## src/rtl/b64d_pkg.sv

```systemverilog
// b64d_pkg: shared types, status codes and the character classifier
// for the base64 stream decoder; no dependencies
`timescale 1ns / 1ps

package b64d_pkg;

    // symbol codes: 0..63 data, then pad and bad
    localparam int          SYM_W   = 7;
    localparam logic [6:0]  SYM_PAD = 7'd64;
    localparam logic [6:0]  SYM_BAD = 7'd65;

    // final and sticky status codes
    localparam logic [2:0]  ST_OK       = 3'd0;
    localparam logic [2:0]  ST_BAD_CHAR = 3'd1;
    localparam logic [2:0]  ST_BAD_LEN  = 3'd2;
    localparam logic [2:0]  ST_LEFTOVER = 3'd3;
    localparam logic [2:0]  ST_BAD_PAD  = 3'd4;

    // accumulator and counter widths
    localparam int          ACC_W       = 12;
    localparam int          HELD_W      = 4;
    localparam logic [2:0]  PAD_MAX     = 3'd7;

    // default depth of the queue between front and back
    localparam int          QUEUE_DEPTH = 2;

    // one classified item as it travels through the queue
    typedef struct packed {
        logic [SYM_W-1:0] sym;
        logic             last;
    } sym_item_t;

    // map an ascii byte to its 6-bit value, pad or bad
    function automatic logic [SYM_W-1:0] sym_value(input logic [7:0] c);
        logic [SYM_W-1:0] r;
        begin
            case (c) inside
                [8'h41:8'h5A]: r = SYM_W'(c - 8'h41);
                [8'h61:8'h7A]: r = SYM_W'(c - 8'h61 + 8'd26);
                [8'h30:8'h39]: r = SYM_W'(c - 8'h30 + 8'd52);
                8'h2B:         r = 7'd62;
                8'h2F:         r = 7'd63;
                8'h3D:         r = SYM_PAD;
                default:       r = SYM_BAD;
            endcase
            return r;
        end
    endfunction

endpackage

```

## src/rtl/base64_stream_decoder.sv

```systemverilog
// base64_stream_decoder: top level tying front, queue and back together
// depends on b64d_pkg, b64d_front, b64d_queue, b64d_back
`timescale 1ns / 1ps

// Usage:
// Input channel: in_valid/in_stall carry one text character (in_char) per
// item, with in_last marking the final character of a Base64 text.
// Output channel: out_valid/out_stall carry at most one result per item:
// a decoded byte (out_byte, has_byte) whenever one completes, and on the
// last character always a result with done_res set and the final status.
// status 0 means ok; otherwise the bytes of that text are to be discarded.
// An accepted item is first written into the queue; its result is then
// held in the output register once the back end pops it from the queue.
// Throughput: one item per cycle while the receiver does not stall, set by
// the combinational decode step in the back end and its one-item-per-cycle queue pop.
// Reset clears the decoder state, empties the queue and drops out_valid.
// When the receiver stalls, the held result stays put; items that make no
// result still drain, and once the queue (QUEUE_DEPTH items) fills,
// in_stall rises until the output register is taken.
// After a last character all decoder state returns to its reset values.

module base64_stream_decoder
#(
    parameter int QUEUE_DEPTH = b64d_pkg::QUEUE_DEPTH
)
(
    input  logic       clk,
    input  logic       rst_n,
    input  logic       in_valid,
    output logic       in_stall,
    input  logic [7:0] in_char,
    input  logic       in_last,
    output logic       out_valid,
    input  logic       out_stall,
    output logic [7:0] out_byte,
    output logic       has_byte,
    output logic       done_res,
    output logic [2:0] status
);

    logic                q_full;
    logic                q_push;
    logic                q_pop;
    logic                q_head_valid;
    b64d_pkg::sym_item_t q_push_item;
    b64d_pkg::sym_item_t q_head_item;

    // accept and classify
    b64d_front u_front
    (
        .in_valid (in_valid),
        .in_stall (in_stall),
        .in_char  (in_char),
        .in_last  (in_last),
        .q_full   (q_full),
        .q_push   (q_push),
        .q_item   (q_push_item)
    );

    // decouple front from back
    b64d_queue
    #(
        .DEPTH (QUEUE_DEPTH)
    )
    u_queue
    (
        .clk        (clk),
        .rst_n      (rst_n),
        .push       (q_push),
        .push_item  (q_push_item),
        .pop        (q_pop),
        .full       (q_full),
        .head_valid (q_head_valid),
        .head_item  (q_head_item)
    );

    // decode and deliver
    b64d_back u_back
    (
        .clk        (clk),
        .rst_n      (rst_n),
        .head_valid (q_head_valid),
        .head_item  (q_head_item),
        .pop        (q_pop),
        .out_valid  (out_valid),
        .out_stall  (out_stall),
        .out_byte   (out_byte),
        .has_byte   (has_byte),
        .done_res   (done_res),
        .status     (status)
    );

endmodule

```

## src/rtl/b64d_front.sv

```systemverilog
// b64d_front: accepts text characters and classifies them into symbols
// depends on b64d_pkg
`timescale 1ns / 1ps

module b64d_front
(
    input  logic               in_valid,
    output logic               in_stall,
    input  logic [7:0]         in_char,
    input  logic               in_last,
    input  logic               q_full,
    output logic               q_push,
    output b64d_pkg::sym_item_t q_item
);

    // stall only when the queue has no room
    assign in_stall = q_full;
    assign q_push   = in_valid && !q_full;

    // classify the character through the alphabet table
    always_comb
    begin
        q_item.sym  = b64d_pkg::sym_value(in_char);
        q_item.last = in_last;
    end

endmodule

```

## src/rtl/b64d_queue.sv

```systemverilog
// b64d_queue: short fifo of classified items between front and back
// depends on b64d_pkg
`timescale 1ns / 1ps

module b64d_queue
#(
    parameter int DEPTH = b64d_pkg::QUEUE_DEPTH
)
(
    input  logic                clk,
    input  logic                rst_n,
    input  logic                push,
    input  b64d_pkg::sym_item_t push_item,
    input  logic                pop,
    output logic                full,
    output logic                head_valid,
    output b64d_pkg::sym_item_t head_item
);

    localparam int PTR_W = (DEPTH > 1) ? $clog2(DEPTH) : 1;
    localparam int CNT_W = $clog2(DEPTH + 1);

    b64d_pkg::sym_item_t slot_reg [DEPTH];
    logic [PTR_W-1:0]    wr_ptr_reg, wr_ptr_next;
    logic [PTR_W-1:0]    rd_ptr_reg, rd_ptr_next;
    logic [CNT_W-1:0]    count_reg, count_next;

    assign full       = (count_reg == CNT_W'(DEPTH));
    assign head_valid = (count_reg != '0);
    assign head_item  = slot_reg[rd_ptr_reg];

    // pointer wrap and fill count
    always_comb
    begin
        wr_ptr_next = wr_ptr_reg;
        rd_ptr_next = rd_ptr_reg;
        count_next  = count_reg;
        if (push)
        begin
            wr_ptr_next = (wr_ptr_reg == PTR_W'(DEPTH - 1)) ? '0 : wr_ptr_reg + 1'b1;
        end
        if (pop)
        begin
            rd_ptr_next = (rd_ptr_reg == PTR_W'(DEPTH - 1)) ? '0 : rd_ptr_reg + 1'b1;
        end
        if (push && !pop)
        begin
            count_next = count_reg + 1'b1;
        end
        else if (pop && !push)
        begin
            count_next = count_reg - 1'b1;
        end
    end

    always_ff @(posedge clk or negedge rst_n)
    begin
        if (!rst_n)
        begin
            wr_ptr_reg <= '0;
            rd_ptr_reg <= '0;
            count_reg  <= '0;
        end
        else
        begin
            wr_ptr_reg <= wr_ptr_next;
            rd_ptr_reg <= rd_ptr_next;
            count_reg  <= count_next;
        end
    end

    // item storage
    always_ff @(posedge clk)
    begin
        if (push)
        begin
            slot_reg[wr_ptr_reg] <= push_item;
        end
    end

endmodule

```

## src/rtl/b64d_back.sv

```systemverilog
// b64d_back: bit accumulator, group and pad tracking, sticky status and
// the output register; depends on b64d_pkg
`timescale 1ns / 1ps

module b64d_back
(
    input  logic                clk,
    input  logic                rst_n,
    input  logic                head_valid,
    input  b64d_pkg::sym_item_t head_item,
    output logic                pop,
    output logic                out_valid,
    input  logic                out_stall,
    output logic [7:0]          out_byte,
    output logic                has_byte,
    output logic                done_res,
    output logic [2:0]          status
);

    localparam int ACC_W  = b64d_pkg::ACC_W;
    localparam int HELD_W = b64d_pkg::HELD_W;

    logic [ACC_W-1:0]  acc_reg, acc_next;
    logic [HELD_W-1:0] held_reg, held_next;
    logic [1:0]        gpos_reg, gpos_next;
    logic [2:0]        pad_reg, pad_next;
    logic [2:0]        err_reg, err_next;

    logic              out_valid_reg;
    logic [7:0]        out_byte_reg;
    logic              has_byte_reg;
    logic              done_reg;
    logic [2:0]        status_reg;

    logic [ACC_W-1:0]  shifted;
    logic [HELD_W-1:0] held_add;
    logic              have;
    logic [7:0]        byte_val;
    logic              emit;
    logic [2:0]        res_status;

    // decode step for the item at the head of the queue
    always_comb
    begin
        acc_next  = acc_reg;
        held_next = held_reg;
        pad_next  = pad_reg;
        err_next  = err_reg;
        have      = 1'b0;
        byte_val  = '0;
        shifted   = {acc_reg[5:0], head_item.sym[5:0]};
        held_add  = held_reg + HELD_W'(6);
        if (err_reg == b64d_pkg::ST_OK)
        begin
            if (head_item.sym == b64d_pkg::SYM_BAD)
            begin
                err_next = b64d_pkg::ST_BAD_CHAR;
            end
            else if (head_item.sym == b64d_pkg::SYM_PAD)
            begin
                if (gpos_reg < 2'd2)
                begin
                    err_next = b64d_pkg::ST_BAD_PAD;
                end
                if (pad_reg != b64d_pkg::PAD_MAX)
                begin
                    pad_next = pad_reg + 1'b1;
                end
            end
            else if (pad_reg != '0)
            begin
                err_next = b64d_pkg::ST_BAD_PAD;
            end
            else
            begin
                // append six bits, peel off a byte once eight are held
                acc_next  = shifted;
                held_next = held_add;
                if (held_add >= HELD_W'(8))
                begin
                    held_next = held_add - HELD_W'(8);
                    byte_val  = 8'(shifted >> held_next);
                    acc_next  = shifted & ((ACC_W'(1) << held_next) - ACC_W'(1));
                    have      = 1'b1;
                end
            end
        end
        gpos_next = gpos_reg + 1'b1;

        // final length and leftover checks
        if (head_item.last && err_next == b64d_pkg::ST_OK)
        begin
            if (gpos_next != 2'd0)
            begin
                err_next = b64d_pkg::ST_BAD_LEN;
            end
            else if (held_next != {pad_next, 1'b0})
            begin
                err_next = b64d_pkg::ST_LEFTOVER;
            end
        end
        res_status = err_next;
        emit       = have || head_item.last;
    end

    // take the head when it makes no result or the output slot frees up
    assign pop = head_valid && (!emit || !out_valid_reg || !out_stall);

    always_ff @(posedge clk or negedge rst_n)
    begin
        if (!rst_n)
        begin
            acc_reg  <= '0;
            held_reg <= '0;
            gpos_reg <= '0;
            pad_reg  <= '0;
            err_reg  <= b64d_pkg::ST_OK;
        end
        else if (pop)
        begin
            if (head_item.last)
            begin
                // end of text: start the next one clean
                acc_reg  <= '0;
                held_reg <= '0;
                gpos_reg <= '0;
                pad_reg  <= '0;
                err_reg  <= b64d_pkg::ST_OK;
            end
            else
            begin
                acc_reg  <= acc_next;
                held_reg <= held_next;
                gpos_reg <= gpos_next;
                pad_reg  <= pad_next;
                err_reg  <= err_next;
            end
        end
    end

    // output register control
    always_ff @(posedge clk or negedge rst_n)
    begin
        if (!rst_n)
        begin
            out_valid_reg <= 1'b0;
        end
        else if (pop && emit)
        begin
            out_valid_reg <= 1'b1;
        end
        else if (!out_stall)
        begin
            out_valid_reg <= 1'b0;
        end
    end

    // output register payload
    always_ff @(posedge clk)
    begin
        if (pop && emit)
        begin
            out_byte_reg <= byte_val;
            has_byte_reg <= have;
            done_reg     <= head_item.last;
            status_reg   <= res_status;
        end
    end

    assign out_valid = out_valid_reg;
    assign out_byte  = out_byte_reg;
    assign has_byte  = has_byte_reg;
    assign done_res  = done_reg;
    assign status    = status_reg;

endmodule
```

## config.mk

```make
export PLATFORM = sky130hd
export DESIGN_NAME = base64_stream_decoder
export DESIGN_NICKNAME = d
export VERILOG_FILES = /design/src/rtl/b64d_pkg.sv /design/src/rtl/base64_stream_decoder.sv /design/src/rtl/b64d_front.sv /design/src/rtl/b64d_queue.sv /design/src/rtl/b64d_back.sv
export SDC_FILE = /design/constraint.sdc
export NUM_CORES = 1
export LEC_CHECK = 0
export ABC_AREA = 1
export BUFFER_PORTS_ARGS = -buffer_cell sky130_fd_sc_hd__buf_2
export CORE_MARGIN = 2
export CORE_UTILIZATION = 50
export DETAILED_ROUTE_END_ITERATION = 16
export PLACE_DENSITY = 0.64
export SLEW_MARGIN = 20
export SYNTH_ARGS = -nofsm -noshare
export SYNTH_HDL_FRONTEND = slang
export SYNTH_SLANG_ARGS = --single-unit
```

## constraint.sdc

```tcl
create_clock -name clk -period 3.08 [get_ports clk]
set_clock_uncertainty 0.15 [all_clocks]
set_input_delay 0 -clock clk [delete_from_list [all_inputs] [get_ports clk]]
set_output_delay 0 -clock clk [all_outputs]
set_load 0.01 [all_outputs]
```

==> flow_summary_export.csv <==
group,metric,value,unit
status,status,"finished, final reports clean",
route,vias,2793,
yosys,synth_seq_area_share,0.414,
critical_path,required,2.93,ns
clocking,cts_made_buffers,5,
critical_path,cp-startpoint,"u_queue.rd_ptr_reg",
critical_path,worst_path_most_repeated_cell,"nand2_1",
clocking,clockRootBuffer,"clkbuf_8",
floorplanning,coreArea,6720,sq um
flow_run,maxCapViolCount,0,
power_and_ir_drop,peakVddDrop,367,uV
critical_path,path_delay_family,"simple AND/OR/NAND/NOR gates",
critical_path,crit_fanout,13,
floorplanning,rows,30,
sta,slew_violations,0,
place,hpwl,5640,um
sta,slew_headroom,0.515,
yosys,synth.distinct_cells,43,
floorplanning,start_util,0.511,
finish,areaGrowthSynthToFinish,10.5,%
route,drcViolationCount,0,
power_and_ir_drop,p_int,0.00198,W
place,place.gp.congestion,0.969,
power_and_ir_drop,net-switching-power,0.00170,W
clocking,cts_tree,"yes",
critical_path,path_cells,"inv_2, nand2_1, nand2_1, nand2_1, nor2_4, nand2_2, nand2_4, nor2_8, nand2_8, nand2_4, nand3_2, nand2_4, inv_4, nand2_1, clkinvlp_4",
yosys,synth_top_area_frac,0.254,
clocking,cts.clk_slew.worst_paths,0.10,ns
place,dp_cells,530,
route,wl_per_cell,13.2,um
finish,fin_area,3790,sq um
grt,first_global_vias,2608,
power_and_ir_drop,pwr-share-seq,0.320,
floorplanning,die_y,86.9,um
sta,timing.final.crit_share,0.905,
floorplanning,ios,28,
critical_path,cp.arrival,2.64,ns
clocking,clock_latency,0.31,ns
sta,setup_tns,0,ns
yosys,synth_largest_area_cell,"edfxtp_1",
place,io_buffers,27,
grt,grt_max_degree,23,
yosys,synth_nets,457,
clocking,htreeDepth,2,
yosys,synth_cells,427,
grt,antenna_found_initial,0,
critical_path,critPathMaxStageDelay,0.52,ns
sta,rsz0062_at_grt,"no",
critical_path,worstSetupStartpointType,"register",
sta,period_needed,2.79,ns
grt,grt_pass1_wl,12000,um
floorplanning,die_x,86.9,um
power_and_ir_drop,p_leak,1.80,nW
finish,largest_reg_flops,16,
critical_path,path_buf_inv,3,
finish,final_layout_size_suffix_gt1_frac,0.165,
yosys,synth_warnings,0,
place,dpl_cell_area,3630,sq um
finish,nets,491,
sta,report.final.setup_viol,0,
min_path,hp-class,"in -> reg",
grt,grt.overflow.total,0,
clocking,cts_buffer_depth,2,
yosys,syn_avg_cell_area,8.04,sq um
route,postRouteAntennaNets,0,
critical_path,critical_path_class,"reg -> reg",
power_and_ir_drop,power_frac_comb,0.549,
sta,max_freq,359,MHz
power_and_ir_drop,swShare,0.463,
grt,grt.total_usage,0.202,
min_path,hp-start,"in_char[6]",
critical_path,r2r-start,"u_queue.rd_ptr_reg",
power_and_ir_drop,cellPowerDensity,969,nW/um^2
sta,worstMarginPinSlew,0.725,ns
route,first_pass_iters,4,
route,vias_per_cell,5.15,
critical_path,slowest_stage,"dfrtp_1",
yosys,syn_area,3430,sq um
floorplanning,die_area,7550,sq um
power_and_ir_drop,p_total,0.00368,W
yosys,synth_area_leaders,"edfxtp_1, dfrtp_1, nand2_1",
yosys,synth_seq_cells,51,
power_and_ir_drop,pwr-share-clk,0.131,
sta,hold_violations,0,
route,drt_iter0_markers,184,
finish,instances_no_fill,542,
route,wl,7130,um
finish,num_antenna_cells,0,
clocking,cts_sinks,51,
critical_path,endpoint_kind,"register",
[worst paths after layout]
check / depth (start not counted) / slack (ns) / endpoint
worst min register to register: 2 / 0.35 / u_back.acc_reg[4]
worst max register to register: 15 / 0.29 / u_back.out_byte[3]
max in group asynchronous: 2 / 2.38 / u_back.held_reg[1]
worst min-delay path: 3 / 0.006 / u_queue.slot_reg[1][7]
worst max-delay path: 15 / 0.29 / u_back.out_byte[3]
min in group asynchronous: 2 / 0.04 / u_back.held_reg[3]
[stage by stage]
step | setup WS, ns | utilization | hold WS (ns)
2_1_floorplan | 0.344 | - | -0.446
4_1_cts | 0.161 | 0.564 | 0.00240
3_3_place_gp | 0.298 | 0.541 | -0.136
3_5_place_dp | 0.181 | 0.541 | -0.135
5_1_grt | 0.00462 | 0.564 | 0.0387
6_report | 0.292 | 0.564 | 0.00570
[cells in the final DEF (no fill, tap or decap), types with 2 or more instances in the layout]
cell type	count
buf_2	27
clkbuf_8	5
nand2_2	10
xor2_1	7
a31oi_1	3
nor2_2	2
a21oi_1	21
o211ai_1	4
ha_1	17
clkinvlp_4	2
o31ai_1	3
edfxtp_1	29
nand2_4	6
buf_4	7
nor3_1	4
nor2_1	29
inv_1	63
xnor2_1	3
o21ai_1	6
o21ai_0	24
nand2_1	108
a211oi_1	2
dlygate4sd3_1	4
or2_2	3
o21ai_2	6
o2111ai_1	3
nand3_1	24
dfrtp_1	22
[kinds of logic after synthesis]
family                     after synthesis  share of synthesized area
AOI/OAI and AO/OA                       78                      0.137
xor gates and xnor gates                10                     0.0255
adders and majority gates               17                     0.0620
muxes                                    1                    0.00292
and+or+nand+nor                        192                      0.259
DFF                                     51                      0.414
buffers and inverters                   77                     0.0984
other                                    1                    0.00109
[cell usage after synthesis, drive strengths merged]
library cell    n
o41ai           1
xnor2           3
a211oi          2
nor2           33
ha             17
nand4           1
a31oi           3
nand3          25
a21boi          1
o31ai           3
a41o            1
buf             6
o22ai           1
o21a            1
conb            1
a21oi          21
nand2         125
or2             3
xor2            7
nand3b          1
a311oi          1
edfxtp         29
inv            66
nor3            4
o21ai          36
o2111ai         3
clkbuf          5
dfrtp          22
mux2i           1
o211ai          4
[cell type report]
type / count / area [sq um]
clock buffers: 5 / 68.8
fillers: 622 / 2930
inverters: 66 / 254
clock inverters: 3 / 46.3
well taps: 80 / 100
repair buffers: 38 / 228
flip-flops and latches: 51 / 1420
multi-input cells: 299 / 1670
[worst min-delay path, stage by stage]
cell	delay [ns]
buf_2	0.12
nand3_1	0.08
a31oi_1	0.10
[power by group through the flow]
stage | Sequential (W) | Clock [W] | Combinational, W
4_1_cts | 0.00118 | 0.000494 | 0.00201
3_5_place_dp | 0.00119 | 0 | 0.00201
5_1_grt | 0.00121 | 0.000518 | 0.00227
6_report | 0.00118 | 0.000480 | 0.00202
2_1_floorplan | 0.00122 | 0 | 0.00156
3_3_place_gp | 0.00119 | 0 | 0.00200
[layer usage]
metal,vias to the layer above,GRT usage,share of wire
met5,-,0,0
met4,0,0.0611,0.014
met3,9,0.0360,0.029
met2,44,0.328,0.46
met1,1274,0.276,0.50
li1,1466,-,-
[repair_timing]
action                     CTS  global route
hold endpoints to repair    28             0
setup buffers                0             0
hold buffers                 4             0
gates resized for setup      0             1
setup endpoints to repair    0            13
(Power assumes the default switching activity.)
